`src/rtl/slg_pkg.sv`:
```
package slg_pkg;

    // Build-time settings
    localparam int LED_COUNT   = 16;
    localparam int SAMPLE_BITS = 12;

    // Field widths
    localparam int SAMPLE_W = 12;
    localparam int THR_W    = 12;
    localparam int CFG_W    = 17;
    localparam int LEVEL_W  = 16;
    localparam int GAUGE_W  = 17;
    localparam int DUTY_W   = 8;
    localparam int LED_W    = 4;
    localparam int CLASS_W  = 2;
    localparam int CIDX_W   = 3;

    // Serial multiplier: gauge times an 8-bit factor, one factor bit per cycle
    localparam int MUL_W  = 8;
    localparam int PROD_W = GAUGE_W + MUL_W;
    localparam int MCNT_W = $clog2(MUL_W);

    // Serial divide by ten, one quotient bit per cycle
    localparam int DIVISOR = 10;
    localparam int DIV_W   = 20;
    localparam int REM_W   = 4;
    localparam int DCNT_W  = $clog2(DIV_W);

    // Fixed-point scale points
    localparam int FULL_SCALE = 65536;
    localparam int LEVEL_MAX  = 65535;
    localparam int FRAC_SHIFT = 4;
    localparam int SCALE_SHIFT = 16;

    // Smoothing weights
    localparam int LVL_OLD_WT  = 6;
    localparam int LVL_NEW_SH  = 6;
    localparam int DUTY_OLD_WT = 9;

    // Register reset values
    localparam logic [THR_W-1:0]  RST_QUIET  = THR_W'(300);
    localparam logic [THR_W-1:0]  RST_ACTIVE = THR_W'(400);
    localparam logic [THR_W-1:0]  RST_LOUD   = THR_W'(600);
    localparam logic [CFG_W-1:0]  RST_SLOW   = CFG_W'(1966);
    localparam logic [CFG_W-1:0]  RST_FAST   = CFG_W'(3932);
    localparam logic [CFG_W-1:0]  RST_DRAIN  = CFG_W'(131);
    localparam logic [DUTY_W-1:0] RST_CEIL   = DUTY_W'(153);

    typedef enum logic [CIDX_W-1:0] {
        CFG_QUIET,
        CFG_ACTIVE,
        CFG_LOUD,
        CFG_SLOW,
        CFG_FAST,
        CFG_DRAIN,
        CFG_CEIL
    } cfg_index_t;

    typedef enum logic [CLASS_W-1:0] {
        CLS_QUIET,
        CLS_BETWEEN,
        CLS_ACTIVE,
        CLS_LOUD
    } loud_class_t;

    typedef enum logic [2:0] {
        ST_IDLE,
        ST_LEVEL,
        ST_GAUGE,
        ST_DUTY_MUL,
        ST_DUTY_DIV,
        ST_OUT
    } state_t;

endpackage

```
`src/rtl/slg_div10.sv`:
```
module slg_div10
    import slg_pkg::*;
(
    input  logic             aclk,
    input  logic             aresetn,
    input  logic             start,
    input  logic [DIV_W-1:0] numer,
    output logic             done,
    output logic [DIV_W-1:0] quot
);

    logic [DIV_W-1:0]  numer_reg, numer_next;
    logic [DIV_W-1:0]  quot_reg, quot_next;
    logic [REM_W-1:0]  rem_reg, rem_next;
    logic [DCNT_W-1:0] cnt_reg, cnt_next;
    logic              run_reg, run_next;
    logic              done_reg, done_next;
    logic [REM_W:0]    trial;
    logic [REM_W:0]    diff;
    logic              ge;

    // One restoring step: bring down the next numerator bit
    assign trial = {rem_reg, numer_reg[DIV_W-1]};
    assign ge    = trial >= (REM_W+1)'(DIVISOR);
    assign diff  = trial - (REM_W+1)'(DIVISOR);

    always_comb begin
        numer_next = numer_reg;
        quot_next  = quot_reg;
        rem_next   = rem_reg;
        cnt_next   = cnt_reg;
        run_next   = run_reg;
        done_next  = 1'b0;
        if (start) begin
            numer_next = numer;
            quot_next  = '0;
            rem_next   = '0;
            cnt_next   = '0;
            run_next   = 1'b1;
        end else if (run_reg) begin
            numer_next = {numer_reg[DIV_W-2:0], 1'b0};
            quot_next  = {quot_reg[DIV_W-2:0], ge};
            rem_next   = ge ? diff[REM_W-1:0] : trial[REM_W-1:0];
            cnt_next   = cnt_reg + 1'b1;
            if (cnt_reg == DCNT_W'(DIV_W-1)) begin
                run_next  = 1'b0;
                done_next = 1'b1;
            end
        end
    end

    // Control
    always_ff @(posedge aclk) begin
        if (!aresetn) begin
            run_reg  <= 1'b0;
            done_reg <= 1'b0;
            cnt_reg  <= '0;
        end else begin
            run_reg  <= run_next;
            done_reg <= done_next;
            cnt_reg  <= cnt_next;
        end
    end

    // Shift registers
    always_ff @(posedge aclk) begin
        numer_reg <= numer_next;
        quot_reg  <= quot_next;
        rem_reg   <= rem_next;
    end

    assign done = done_reg;
    assign quot = quot_reg;

endmodule

```
`src/rtl/slg_mul8.sv`:
```
module slg_mul8
    import slg_pkg::*;
(
    input  logic               aclk,
    input  logic               aresetn,
    input  logic               start,
    input  logic [GAUGE_W-1:0] mcand,
    input  logic [MUL_W-1:0]   mplier,
    output logic               done,
    output logic [PROD_W-1:0]  prod
);

    logic [GAUGE_W-1:0] mcand_reg, mcand_next;
    logic [MUL_W-1:0]   mplier_reg, mplier_next;
    logic [PROD_W-1:0]  acc_reg, acc_next;
    logic [MCNT_W-1:0]  cnt_reg, cnt_next;
    logic               run_reg, run_next;
    logic               done_reg, done_next;
    logic [PROD_W-1:0]  addend;

    // Factor bits go MSB first: shift then add
    assign addend = mplier_reg[MUL_W-1] ? PROD_W'(mcand_reg) : '0;

    always_comb begin
        mcand_next  = mcand_reg;
        mplier_next = mplier_reg;
        acc_next    = acc_reg;
        cnt_next    = cnt_reg;
        run_next    = run_reg;
        done_next   = 1'b0;
        if (start) begin
            mcand_next  = mcand;
            mplier_next = mplier;
            acc_next    = '0;
            cnt_next    = '0;
            run_next    = 1'b1;
        end else if (run_reg) begin
            mplier_next = {mplier_reg[MUL_W-2:0], 1'b0};
            acc_next    = {acc_reg[PROD_W-2:0], 1'b0} + addend;
            cnt_next    = cnt_reg + 1'b1;
            if (cnt_reg == MCNT_W'(MUL_W-1)) begin
                run_next  = 1'b0;
                done_next = 1'b1;
            end
        end
    end

    // Control
    always_ff @(posedge aclk) begin
        if (!aresetn) begin
            run_reg  <= 1'b0;
            done_reg <= 1'b0;
            cnt_reg  <= '0;
        end else begin
            run_reg  <= run_next;
            done_reg <= done_next;
            cnt_reg  <= cnt_next;
        end
    end

    // Operands and accumulator
    always_ff @(posedge aclk) begin
        mcand_reg  <= mcand_next;
        mplier_reg <= mplier_next;
        acc_reg    <= acc_next;
    end

    assign done = done_reg;
    assign prod = acc_reg;

endmodule

```
`src/rtl/sound_level_gauge.sv`:
```
// Channel   | Handshake          | Payload
// ----------+--------------------+---------------------------------------------
// input     | s_valid / s_ready  | s_sound_sample
// result    | m_valid / m_ready  | m_led_step, m_duty_out, m_gauge_out,
//           |                    | m_loudness_class
// config    | cfg_wr_en          | cfg_index, cfg_wdata
//
// One sample at a time: the next sample is taken only once the result of the last
// one has been loaded into the output register. Each sample runs two 20-step
// serial divides by ten (level smoothing, duty smoothing) and two 8-step
// shift-add multiplies, the second overlapped with the duty divide. s_ready is
// high only between samples.
// Reset (aresetn, synchronous, active low) loads the register defaults and
// clears the level, gauge and duty state. A result beat waits in the output
// register while the next sample is taken; a stalled m_ready holds the block
// only when a new result is ready to replace the waiting one.
module sound_level_gauge
    import slg_pkg::*;
(
    input  logic                aclk,
    input  logic                aresetn,

    input  logic                s_valid,
    output logic                s_ready,
    input  logic [SAMPLE_W-1:0] s_sound_sample,

    output logic                m_valid,
    input  logic                m_ready,
    output logic [LED_W-1:0]    m_led_step,
    output logic [DUTY_W-1:0]   m_duty_out,
    output logic [GAUGE_W-1:0]  m_gauge_out,
    output logic [CLASS_W-1:0]  m_loudness_class,

    input  logic                cfg_wr_en,
    input  logic [CIDX_W-1:0]   cfg_index,
    input  logic [CFG_W-1:0]    cfg_wdata
);

    // Configuration registers
    logic [THR_W-1:0]  quiet_reg, active_reg, loud_reg;
    logic [CFG_W-1:0]  slow_reg, fast_reg, drain_reg;
    logic [DUTY_W-1:0] ceil_reg;

    // Running state
    logic [LEVEL_W-1:0] level_reg, level_next;
    logic [GAUGE_W-1:0] gauge_reg, gauge_next;
    logic [DUTY_W-1:0]  duty_reg;
    loud_class_t        class_reg, class_next;

    state_t state_reg, state_next;

    logic               div_start, div_done, div_src_duty;
    logic [DIV_W-1:0]   div_numer, div_quot;
    logic               mul_start, mul_done, mul_src_led;
    logic [GAUGE_W-1:0] mul_mcand;
    logic [MUL_W-1:0]   mul_mplier;
    logic [PROD_W-1:0]  mul_prod;
    logic               out_load;
    logic               m_valid_reg, m_valid_next;

    logic [SAMPLE_W-1:0] sample_mask;
    logic [DIV_W-1:0]    lvl_numer, duty_numer;
    logic [LEVEL_W-1:0]  thr_quiet, thr_active, thr_loud;
    logic [GAUGE_W:0]    add_sum;
    logic [CFG_W-1:0]    add_step;

    // Register writes
    always_ff @(posedge aclk) begin
        if (!aresetn) begin
            quiet_reg  <= RST_QUIET;
            active_reg <= RST_ACTIVE;
            loud_reg   <= RST_LOUD;
            slow_reg   <= RST_SLOW;
            fast_reg   <= RST_FAST;
            drain_reg  <= RST_DRAIN;
            ceil_reg   <= RST_CEIL;
        end else if (cfg_wr_en) begin
            unique case (cfg_index)
                CFG_QUIET:  quiet_reg  <= cfg_wdata[THR_W-1:0];
                CFG_ACTIVE: active_reg <= cfg_wdata[THR_W-1:0];
                CFG_LOUD:   loud_reg   <= cfg_wdata[THR_W-1:0];
                CFG_SLOW:   slow_reg   <= cfg_wdata;
                CFG_FAST:   fast_reg   <= cfg_wdata;
                CFG_DRAIN:  drain_reg  <= cfg_wdata;
                CFG_CEIL:   ceil_reg   <= cfg_wdata[DUTY_W-1:0];
                default: ;
            endcase
        end
    end

    // Divider numerators: 6*level + 64*sample, and 9*duty + raw duty
    assign sample_mask = SAMPLE_W'((32'd1 << SAMPLE_BITS) - 32'd1);
    assign lvl_numer   = (DIV_W'(level_reg) * DIV_W'(LVL_OLD_WT))
                       + (DIV_W'(s_sound_sample & sample_mask) << LVL_NEW_SH);
    assign duty_numer  = (DIV_W'(duty_reg) * DIV_W'(DUTY_OLD_WT))
                       + DIV_W'(mul_prod[SCALE_SHIFT +: DUTY_W]);
    assign div_numer   = div_src_duty ? duty_numer : lvl_numer;

    // Level saturates at full 16 bits
    assign level_next = (div_quot > DIV_W'(LEVEL_MAX)) ? LEVEL_W'(LEVEL_MAX)
                                                       : div_quot[LEVEL_W-1:0];

    // Classification, quiet first, then loud, then active
    assign thr_quiet  = LEVEL_W'(quiet_reg)  << FRAC_SHIFT;
    assign thr_active = LEVEL_W'(active_reg) << FRAC_SHIFT;
    assign thr_loud   = LEVEL_W'(loud_reg)   << FRAC_SHIFT;

    always_comb begin
        priority if (level_reg < thr_quiet) begin
            class_next = CLS_QUIET;
        end else if (level_reg >= thr_loud) begin
            class_next = CLS_LOUD;
        end else if (level_reg >= thr_active) begin
            class_next = CLS_ACTIVE;
        end else begin
            class_next = CLS_BETWEEN;
        end
    end

    // Gauge update with saturation at 0 and full scale
    always_comb begin
        unique case (class_next)
            CLS_LOUD:   add_step = fast_reg;
            CLS_ACTIVE: add_step = slow_reg;
            default:    add_step = slow_reg >> 1;
        endcase
    end

    assign add_sum = (GAUGE_W+1)'(gauge_reg) + (GAUGE_W+1)'(add_step);

    always_comb begin
        if (class_next == CLS_QUIET) begin
            gauge_next = (gauge_reg > drain_reg) ? gauge_reg - drain_reg : '0;
        end else if (add_sum > (GAUGE_W+1)'(FULL_SCALE)) begin
            gauge_next = GAUGE_W'(FULL_SCALE);
        end else begin
            gauge_next = add_sum[GAUGE_W-1:0];
        end
    end

    // Multiplier operands: duty scale first, then LED scale
    assign mul_mcand  = mul_src_led ? gauge_reg : gauge_next;
    assign mul_mplier = mul_src_led ? MUL_W'(LED_COUNT - 1) : ceil_reg;

    slg_div10 u_div (
        .aclk    (aclk),
        .aresetn (aresetn),
        .start   (div_start),
        .numer   (div_numer),
        .done    (div_done),
        .quot    (div_quot)
    );

    slg_mul8 u_mul (
        .aclk    (aclk),
        .aresetn (aresetn),
        .start   (mul_start),
        .mcand   (mul_mcand),
        .mplier  (mul_mplier),
        .done    (mul_done),
        .prod    (mul_prod)
    );

    // Sequencer: next state
    always_comb begin
        state_next = state_reg;
        unique case (state_reg)
            ST_IDLE:     if (s_valid) state_next = ST_LEVEL;
            ST_LEVEL:    if (div_done) state_next = ST_GAUGE;
            ST_GAUGE:    state_next = ST_DUTY_MUL;
            ST_DUTY_MUL: if (mul_done) state_next = ST_DUTY_DIV;
            ST_DUTY_DIV: if (div_done) state_next = ST_OUT;
            ST_OUT:      if (!m_valid_reg || m_ready) state_next = ST_IDLE;
            default:     state_next = ST_IDLE;
        endcase
    end

    // Sequencer: outputs
    always_comb begin
        s_ready      = 1'b0;
        div_start    = 1'b0;
        div_src_duty = 1'b0;
        mul_start    = 1'b0;
        mul_src_led  = 1'b0;
        out_load     = 1'b0;
        unique case (state_reg)
            ST_IDLE: begin
                s_ready   = 1'b1;
                div_start = s_valid;
            end
            ST_GAUGE: begin
                mul_start = 1'b1;
            end
            ST_DUTY_MUL: begin
                div_src_duty = 1'b1;
                mul_src_led  = 1'b1;
                div_start    = mul_done;
                mul_start    = mul_done;
            end
            ST_OUT: begin
                out_load = !m_valid_reg || m_ready;
            end
            default: ;
        endcase
    end

    assign m_valid_next = out_load | (m_valid_reg & ~m_ready);

    // Control and running state
    always_ff @(posedge aclk) begin
        if (!aresetn) begin
            state_reg   <= ST_IDLE;
            m_valid_reg <= 1'b0;
            level_reg   <= '0;
            gauge_reg   <= '0;
            duty_reg    <= '0;
        end else begin
            state_reg   <= state_next;
            m_valid_reg <= m_valid_next;
            if (state_reg == ST_LEVEL && div_done) begin
                level_reg <= level_next;
            end
            if (state_reg == ST_GAUGE) begin
                gauge_reg <= gauge_next;
            end
            if (state_reg == ST_DUTY_DIV && div_done) begin
                duty_reg <= div_quot[DUTY_W-1:0];
            end
        end
    end

    // Class and output beat registers
    always_ff @(posedge aclk) begin
        if (state_reg == ST_GAUGE) begin
            class_reg <= class_next;
        end
        if (out_load) begin
            m_led_step       <= mul_prod[SCALE_SHIFT +: LED_W];
            m_duty_out       <= duty_reg;
            m_gauge_out      <= gauge_reg;
            m_loudness_class <= class_reg;
        end
    end

    assign m_valid = m_valid_reg;

endmodule
```
`config.mk`:
```
export PLATFORM = sky130hd
export DESIGN_NAME = sound_level_gauge
export DESIGN_NICKNAME = d
export VERILOG_FILES = /design/src/rtl/slg_pkg.sv /design/src/rtl/slg_div10.sv /design/src/rtl/slg_mul8.sv /design/src/rtl/sound_level_gauge.sv
export SDC_FILE = /design/constraint.sdc
export NUM_CORES = 1
export LEC_CHECK = 0
export BUFFER_PORTS_ARGS = -buffer_cell sky130_fd_sc_hd__buf_2
export CORE_AREA = 2 2 217 197
export CTS_CLUSTER_SIZE = 30
export DETAILED_ROUTE_END_ITERATION = 7
export DIE_AREA = 0 0 219 199
export MAX_ROUTING_LAYER = met4
export PLACE_DENSITY = 0.51
export REMOVE_ABC_BUFFERS = 1
export SYNTH_ARGS = -nofsm -noshare
export SYNTH_HDL_FRONTEND = slang
export SYNTH_SLANG_ARGS = --single-unit
```
`constraint.sdc`:
```
create_clock -name aclk -period 5.82 [get_ports aclk]
set_clock_uncertainty 0.1 [all_clocks]
set_input_delay 0.873 -clock aclk [delete_from_list [all_inputs] [get_ports aclk]]
set_output_delay 0.873 -clock aclk [all_outputs]
set_load 0.005 [all_outputs]
```
==> flow_metrics.py, run 1 <==
metrics = {
    "timing": {
        "tightest_slew_ns": 1.123,
        "timing.max_slew.rel_slack_pct": 24.82,
        "final_min_period_over_clock_period_pct": 91.21,
        "setup-violations-final": 0,
        "final_hold_violations": 0,
        "finalMaxSlewViolations": 0,
        "period_needed_ns": 5.309,
        "final.setup.tns_ns": 0,
        "postLayoutSetupSlackWorst_ns": 0.5114,
        "achievable-frequency_mhz": 188.4,
        "unrepaired_setup_endpoints_after_global_routing": "no",
    },
    "setup_path": {
        "crit_path_top_delay_cell": "sky130_fd_sc_hd__o21a_1",
        "critical_path_buf_inv_count": 1,
        "crit-reg2reg-capture": "u_mul.mcand_reg[4]$_DFFE_PP_",
        "reg2reg_depth": 17,
        "worst_setup_path_end_kind": "register",
        "critPathTopFamily": "compound AO/OA/AOI/OAI gates",
        "crit_path_max_fanout": 33,
        "worst-endpoint-required_ns": 6.09,
        "rrSetupSlack_ns": 0.51,
        "slowest_delay_ns": 0.89,
        "worst_ep_arrival_time_ns": 5.58,
        "path_class": "reg2reg",
        "setup.worst_path.start_class": "register",
        "rr_startpoint": "level_reg[14]$_SDFFE_PN0P_",
        "cp_cell_sequence": "ha_1, o21a_1, o21ai_0, o21a_1, a31oi_1, o211a_1, or3_1, ha_1, a211oi_1, o21ai_0, a31o_2, a21oi_1, o21ai_0, mux2i_2, buf_4, a32oi_1, a21oi_1",
        "cell_mode_on_critical_path": "sky130_fd_sc_hd__o21ai_0",
    },
    "global_routing": {
        "total_congestion_overflow": 0,
        "grt_max_degree": 62,
        "grt_first_pass_wirelength_um": 70890,
        "grt_usage_pct": 21.33,
        "antenna_found_initial": 0,
        "vias_in_the_first_global_route": 12530,
    },
    "die": {
        "fp.dieArea_um2": 43580,
        "core_area_um2": 41400,
        "num_rows": 71,
        "die-height_um": 199,
        "dieWidth_um": 219,
        "initial_standard_cell_utilization_of_the_core_pct": 39.54,
        "floorplan.io_pins": 70,
    },
    "min_path": {
        "startpoint_of_the_tightest_hold_check_path": "class_reg[1]$_DFFE_PN_",
        "worst_hold_path.endpoint": "m_loudness_class[1]$_DFFE_PP_",
        "min_delay_path_depth": 0,
        "timing.hold.worst.class": "reg2reg",
    },
    "placed_design": {
        "dp_worst_setup_slack_ns": 0.6548,
        "detailed_place_hpwl_um": 32100,
        "postPlaceCellArea_um2": 17210,
        "placed_cells_incl_taps": 2419,
        "buffer_ports.inserted": 69,
        "place_congestion": 0.8428,
    },
    "route": {
        "per_cell_via_count_in_the_routed_design": 5.434,
        "drt-wirelength-per-cell_um": 18.06,
        "first_iter_violations": 1031,
        "post-route-drc-count": 0,
        "detail_route.first_pass.iterations": 5,
        "vias": 13470,
        "detail-route-antenna-nets": 0,
        "drt-total-wl_um": 44760,
    },
    "synthesis": {
        "synthesis.yosys.warnings": 0,
        "synth_register_bits": 278,
        "ffs_w_async_s_r_synth_pct": 0,
        "synth_cells": 1873,
        "yosys.area.top_type_share_pct": 24.46,
        "synth_enable_flop_cells": 78,
        "yosys.area.top_type": "sky130_fd_sc_hd__dfxtp_1",
        "syn-mean-instance-area_um2": 8.740,
        "cells_taking_the_most_area_after_synthesis": "sky130_fd_sc_hd__dfxtp_1 (24%), sky130_fd_sc_hd__edfxtp_1 (14%), sky130_fd_sc_hd__ha_1 (11%)",
        "dominantRegCellSynth": "sky130_fd_sc_hd__dfxtp_1",
        "synth-seq-area-share_pct": 38.77,
        "synth.lib_cells_used.distinct": 65,
        "synthesis.area_um2": 16370,
    },
    "final_layout": {
        "mostFrequentLayoutCell": "sky130_fd_sc_hd__nand2_1",
        "area_delta_synth_final_pct": 11.96,
        "final_area_um2": 18330,
        "final_net_count": 2094,
        "post_route_cells_drive_above_1_share_pct": 9.161,
        "layout.core_utilization_pct": 44.27,
        "most-common-layout-cells": "sky130_fd_sc_hd__nand2_1 (294), sky130_fd_sc_hd__dfxtp_1 (200), sky130_fd_sc_hd__ha_1 (139)",
        "finish.cell_count_without_fillers": 2479,
        "flip_flop_count_of_the_largest_register_all_copies_and_words_added": 24,
        "antenna_cells_inserted": 0,
    },
    "cts": {
        "clk_latency_ns": 0.55,
        "number_of_buffers_created_by_cts": 34,
        "htree_num_levels": 2,
        "postCtsHoldBufs": 0,
        "cts_num_sinks": 278,
        "tritoncts": "done",
        "ctsLongestPathBuffers": 3,
        "post_cts_resized": 0,
        "clk_transition_reported_paths_ns": 0.06,
        "root_buffer": "sky130_fd_sc_hd__clkbuf_16",
        "cts_post_setup_buffers_inserted": 0,
    },
    "power_and_ir_drop": {
        "combinational_power_share_pct": 35.3,
        "power_density_nw_per_um2": 406.7,
        "p_seq_share_pct": 36.1,
        "leakagePower_uw": 0.007621,
        "internal_power_uw": 4738,
        "share_clk_of_total_power_pct": 28.6,
        "max-vdd-ir-drop_uv": 213.3,
        "p_sw_uw": 2716,
        "power.share.switching_pct": 36.43,
    },
    "outcome": {
        "run_status": "complete, no violations",
    },
    "job": {
        "timing.max_cap.violations": 0,
    },
}
==> cell type report <==
type	instances	area [µm²]
Fill cell	4141	23070
Multi-Input combinational cell	1393	9261
Sequential cell	278	6346
Clock buffer	45	963.4
Tap cell	547	684.4
Timing Repair Buffer	88	490.5
Inverter	113	424.2
Clock inverter	15	157.7
==> per-layer routing <==
metal / global-route usage [%] / routed length (µm) / vias up
li1: - / - / 6756
met1: 31.78 / 23420 / 6396
met2: 30.36 / 18690 / 273
met3: 2.645 / 1929 / 47
met4: 5.255 / 729 / 0
met5: - / 0 / -
==> through the flow <==
stage,hold slack [ns],total power (µW)
2_1_floorplan,0.3003,4561
3_3_place_gp,0.3094,5316
3_5_place_dp,0.3054,5338
4_1_cts,0.3197,7503
5_1_grt,0.3413,7936
6_report,0.3174,7454
==> worst register-to-register path: stages, from the launching register on <==
cell and delay, ns:
sky130_fd_sc_hd__dfxtp_1 0.52, sky130_fd_sc_hd__ha_1 0.31, sky130_fd_sc_hd__o21a_1 0.10, sky130_fd_sc_hd__o21ai_0 0.23
sky130_fd_sc_hd__o21a_1 0.89, sky130_fd_sc_hd__a31oi_1 0.20, sky130_fd_sc_hd__o211a_1 0.28, sky130_fd_sc_hd__or3_1 0.38
sky130_fd_sc_hd__ha_1 0.29, sky130_fd_sc_hd__a211oi_1 0.23, sky130_fd_sc_hd__o21ai_0 0.18, sky130_fd_sc_hd__a31o_2 0.28
sky130_fd_sc_hd__a21oi_1 0.18, sky130_fd_sc_hd__o21ai_0 0.14, sky130_fd_sc_hd__mux2i_2 0.15, sky130_fd_sc_hd__buf_4 0.25
sky130_fd_sc_hd__a32oi_1 0.15, sky130_fd_sc_hd__a21oi_1 0.26
==> worst max path at each step <==
stage / startpoint / to / slack, ns / cells past startpoint
global placement: level_reg[14]$_SDFFE_PN0P_ / u_mul.mcand_reg[13]$_DFFE_PP_ / 0.72 / 16
CTS: level_reg[14]$_SDFFE_PN0P_ / u_mul.mcand_reg[13]$_DFFE_PP_ / 0.59 / 16
detailed placement: level_reg[14]$_SDFFE_PN0P_ / u_mul.mcand_reg[4]$_DFFE_PP_ / 0.65 / 17
finish: level_reg[14]$_SDFFE_PN0P_ / u_mul.mcand_reg[4]$_DFFE_PP_ / 0.51 / 17
global route: level_reg[13]$_SDFFE_PN0P_ / u_mul.mcand_reg[13]$_DFFE_PP_ / 0.09 / 16
floorplan: level_reg[4]$_SDFFE_PN0P_ / u_mul.mcand_reg[16]$_DFFE_PP_ / 0.62 / 19
==> cell families (layout without fill, tap and decap cells) <==
group                      Yosys count  count (layout)  share of synthesized area, %
xor gates and xnor gates            77              77                         4.120
and+or+nand+nor                    623             623                         17.18
AOI/OAI and AO/OA                  506             506                         20.97
adders and majority gates          149             149                         11.85
buffers and inverters              202             261                         4.770
muxes                               38              38                         2.347
DFF                                278             278                         38.77
==> power by group through the flow <==
| stage | Clock [µW] | Sequential [µW] | Combinational, µW |
|---|---|---|---|
| floorplan | 0 | 2630 | 1930 |
| global placement | 0 | 2730 | 2580 |
| detailed placement | 0 | 2730 | 2610 |
| CTS | 2190 | 2700 | 2620 |
| global route | 2260 | 2730 | 2940 |
| finish | 2130 | 2690 | 2630 |
==> cell usage after synthesis, drive strengths merged, types with 5 or more instances <==
cell / instances
a211oi: 16
a21boi: 76
a21o: 32
a21oi: 109
a22o: 5
a31oi: 38
a32oi: 12
and2: 25
and3: 10
and4: 18
buf: 11
clkbuf: 78
dfxtp: 200
edfxtp: 78
fa: 10
ha: 139
inv: 113
mux2i: 38
nand2: 294
nand2b: 12
nand3: 79
nand4: 6
nor2: 116
nor2b: 16
nor3: 20
o211ai: 51
o21a: 16
o21ai: 77
o21bai: 10
o221a: 16
o31ai: 10
or2: 8
or3: 7
xnor2: 50
xor2: 27
Power figures use the tool's default switching activity.
==> run 2: changes to the inputs <==
--- a/config.mk
+++ b/config.mk
@@ -5,11 +5,12 @@
 export SDC_FILE = /design/constraint.sdc
 export NUM_CORES = 1
 export LEC_CHECK = 0
+export ABC_AREA = 1
 export BUFFER_PORTS_ARGS = -buffer_cell sky130_fd_sc_hd__buf_2
-export CORE_AREA = 2 2 217 197
+export CORE_AREA = 2 2 219 199
 export CTS_CLUSTER_SIZE = 30
 export DETAILED_ROUTE_END_ITERATION = 7
-export DIE_AREA = 0 0 219 199
+export DIE_AREA = 0 0 221 201
 export MAX_ROUTING_LAYER = met4
 export PLACE_DENSITY = 0.51
 export REMOVE_ABC_BUFFERS = 1
==> run 2 against run 1 <==
- final area increased by 2.0%
- worst hold slack improved by 0.038 ns
- sequential power increased by 1%
- synthesized area increased by 1.7%
- register-to-register slack improved by 0.22 ns
- worst setup slack improved by 0.22 ns
- global-route usage decreased by 0.085 points
- via count increased by 6.2%
==> flow_metrics.py, run 2 <==
metrics = {
    "route": {
        "vias": 14310,
        "post-route-drc-count": 0,
        "route.met3.wl_um": 2021,
        "drt-total-wl_um": 45860,
        "routed.top_layer": "met4",
        "detail-route-antenna-nets": 0,
        "first_iter_violations": 841,
        "drt-wirelength-per-cell_um": 16.00,
        "per_cell_via_count_in_the_routed_design": 4.993,
        "met2_routed_wl_um": 18450,
        "m1WireLength_um": 24400,
        "detail_route.first_pass.iterations": 5,
    },
    "synthesis": {
        "post_synth_most_frequent_cells": "sky130_fd_sc_hd__nand2_1 (458), sky130_fd_sc_hd__inv_1 (311), sky130_fd_sc_hd__nor2_1 (230)",
        "yosys.area.top_type": "sky130_fd_sc_hd__dfxtp_1",
        "synthesis.yosys.warnings": 0,
        "syn-mean-instance-area_um2": 7.453,
        "synth-seq-area-share_pct": 38.12,
        "synthesis.area_um2": 16650,
        "synth_register_bits": 278,
        "synth_enable_flop_cells": 78,
        "synthMostInstantiatedCell": "sky130_fd_sc_hd__nand2_1",
        "yosys.area.top_type_share_pct": 24.05,
        "ffs_w_async_s_r_synth_pct": 0,
        "cells_taking_the_most_area_after_synthesis": "sky130_fd_sc_hd__dfxtp_1 (24%), sky130_fd_sc_hd__edfxtp_1 (14%), sky130_fd_sc_hd__ha_1 (10%)",
        "synth.lib_cells_used.distinct": 53,
        "dominantRegCellSynth": "sky130_fd_sc_hd__dfxtp_1",
        "synth_cells": 2234,
    },
    "global_routing": {
        "grt_max_degree": 47,
        "total_congestion_overflow": 0,
        "grt_first_pass_wirelength_um": 73930,
        "antenna_found_initial": 0,
        "grt_usage_pct": 21.25,
        "vias_in_the_first_global_route": 13610,
    },
    "die": {
        "dieWidth_um": 221,
        "core_area_um2": 42430,
        "num_rows": 72,
        "die-height_um": 201,
        "fp.dieArea_um2": 44420,
        "initial_standard_cell_utilization_of_the_core_pct": 39.24,
        "floorplan.io_pins": 70,
    },
    "timing": {
        "postLayoutSetupSlackWorst_ns": 0.7284,
        "tightest_slew_ns": 1.123,
        "setup-violations-final": 0,
        "final_min_period_over_clock_period_pct": 87.48,
        "achievable-frequency_mhz": 196.4,
        "period_needed_ns": 5.092,
        "final_hold_violations": 0,
        "unrepaired_setup_endpoints_after_global_routing": "no",
        "finalMaxSlewViolations": 0,
        "timing.max_slew.rel_slack_pct": 24.96,
        "final.setup.tns_ns": 0,
    },
    "cts": {
        "number_of_buffers_created_by_cts": 34,
        "tritoncts": "done",
        "post_cts_resized": 0,
        "clk_latency_ns": 0.54,
        "cts_num_sinks": 278,
        "htree_num_levels": 2,
        "cts_post_setup_buffers_inserted": 0,
        "postCtsHoldBufs": 0,
        "ctsLongestPathBuffers": 3,
        "root_buffer": "sky130_fd_sc_hd__clkbuf_16",
        "clk_transition_reported_paths_ns": 0.06,
    },
    "setup_path": {
        "critPathTopFamily": "simple AND/OR/NAND/NOR gates",
        "worst-endpoint-required_ns": 5.98,
        "slowest_delay_ns": 0.56,
        "worst_setup_path_end_kind": "register",
        "crit_path_top_delay_cell": "sky130_fd_sc_hd__nand2_1",
        "setup.worst_path.start_class": "register",
        "crit_path_max_fanout": 23,
        "critical_path_buf_inv_count": 1,
        "worst_ep_arrival_time_ns": 5.25,
        "cell_mode_on_critical_path": "sky130_fd_sc_hd__nand2_1",
        "cp_cell_sequence": "ha_1, nand2_1, nor2_1, nand4_1, o311ai_1, nand2_1, nand2_1, nor2_1, nor2_1, ha_1, nand2_1, nand2_1, inv_2, nand2_1, a21oi_1, nand2_1, nand2_2, nand2_2, a21oi_4, nand2_1, nand2_1, nand2_1, nand2_1, o21ai_0",
        "path_class": "reg2reg",
    },
    "placed_design": {
        "place_congestion": 0.8690,
        "postPlaceCellArea_um2": 17520,
        "detailed_place_hpwl_um": 34530,
        "placed_cells_incl_taps": 2806,
        "buffer_ports.inserted": 69,
        "dp_worst_setup_slack_ns": 0.7175,
    },
    "final_layout": {
        "area.sequential_um2": 6346,
        "final_net_count": 2473,
        "most-common-layout-cells": "sky130_fd_sc_hd__nand2_1 (458), sky130_fd_sc_hd__inv_1 (311), sky130_fd_sc_hd__nor2_1 (230)",
        "flip_flop_count_of_the_largest_register_all_copies_and_words_added": 24,
        "final_area_um2": 18690,
        "fillers": 4297,
        "mostFrequentLayoutCell": "sky130_fd_sc_hd__nand2_1",
        "multiInputGateArea_um2": 8825,
        "area_delta_synth_final_pct": 12.24,
        "finish.cell_count_without_fillers": 2866,
        "post_route_cells_drive_above_1_share_pct": 8.784,
        "antenna_cells_inserted": 0,
    },
    "power_and_ir_drop": {
        "p_seq_share_pct": 34.9,
        "power.share.switching_pct": 38.24,
        "power_density_nw_per_um2": 419.2,
        "combinational_power_share_pct": 36.6,
        "internal_power_uw": 4839,
        "leakagePower_uw": 0.008902,
        "share_clk_of_total_power_pct": 28.6,
        "max-vdd-ir-drop_uv": 276.1,
        "p_sw_uw": 2996,
    },
    "min_path": {
        "timing.hold.worst.class": "reg2reg",
    },
    "job": {
        "timing.max_cap.violations": 0,
    },
    "outcome": {
        "run_status": "complete, no violations",
    },
}
==> run 2: per-layer routing <==
layer | up-vias | track usage (%)
met5 | - | -
met1 | 6464 | 31.38
met2 | 283 | 30.13
met3 | 65 | 2.840
met4 | 0 | 5.872
li1 | 7497 | -
==> run 2: path summary, 6_finish.rpt <==
| kind | startpoint | endpoint | slack (ns) | depth (start not counted) |
|---|---|---|---|---|
| worst max-delay path | level_reg[11]$_SDFFE_PN0P_ | u_mul.mcand_reg[16]$_DFFE_PP_ | 0.73 | 24 |
| worst min-delay path | class_reg[0]$_DFFE_PN_ | m_loudness_class[0]$_DFFE_PP_ | 0.35 | 0 |
| worst max register to register | level_reg[11]$_SDFFE_PN0P_ | u_mul.mcand_reg[16]$_DFFE_PP_ | 0.73 | 24 |
| worst min register to register | class_reg[0]$_DFFE_PN_ | m_loudness_class[0]$_DFFE_PP_ | 0.35 | 0 |
==> run 2: through the flow <==
| step | util (%) | power [µW] | hold WS (ns) |
|---|---|---|---|
| after global placement | 41.28 | 5602 | 0.3428 |
| after detailed placement | 41.28 | 5631 | 0.3437 |
| after floorplan | - | 4786 | 0.3003 |
| after CTS | 44.04 | 7907 | 0.3594 |
| after global routing | 44.04 | 8435 | 0.3651 |
| final | 44.04 | 7834 | 0.3550 |
==> run 2: kinds of logic after synthesis <==
family | after synthesis | share of synthesized area, %
XOR/XNOR | 42 | 2.209
adder cells (fa/ha/maj) | 149 | 11.65
buffers and inverters | 387 | 9.018
AO/OA/AOI/OAI | 459 | 15.37
flip-flops | 278 | 38.12
AND/OR/NAND/NOR | 919 | 23.64
==> run 2: power by group through the flow <==
stage	Combinational, µW	Clock, µW	Sequential (µW)
floorplan	2120	0	2670
global placement	2830	0	2770
detailed placement	2860	0	2770
CTS	2870	2300	2730
global route	3290	2370	2770
finish	2860	2240	2730
==> run 2: final cells by class <==
| type | instances | area share [%] |
|---|---|---|
| Clock buffer | 46 | 5.296 |
| Clock inverter | 14 | 0.9708 |
| Inverter | 322 | 6.468 |
| Multi-Input combinational cell | 1569 | 47.22 |
| Sequential cell | 278 | 33.96 |
| Tap cell | 555 | 3.716 |
| Timing Repair Buffer | 82 | 2.370 |
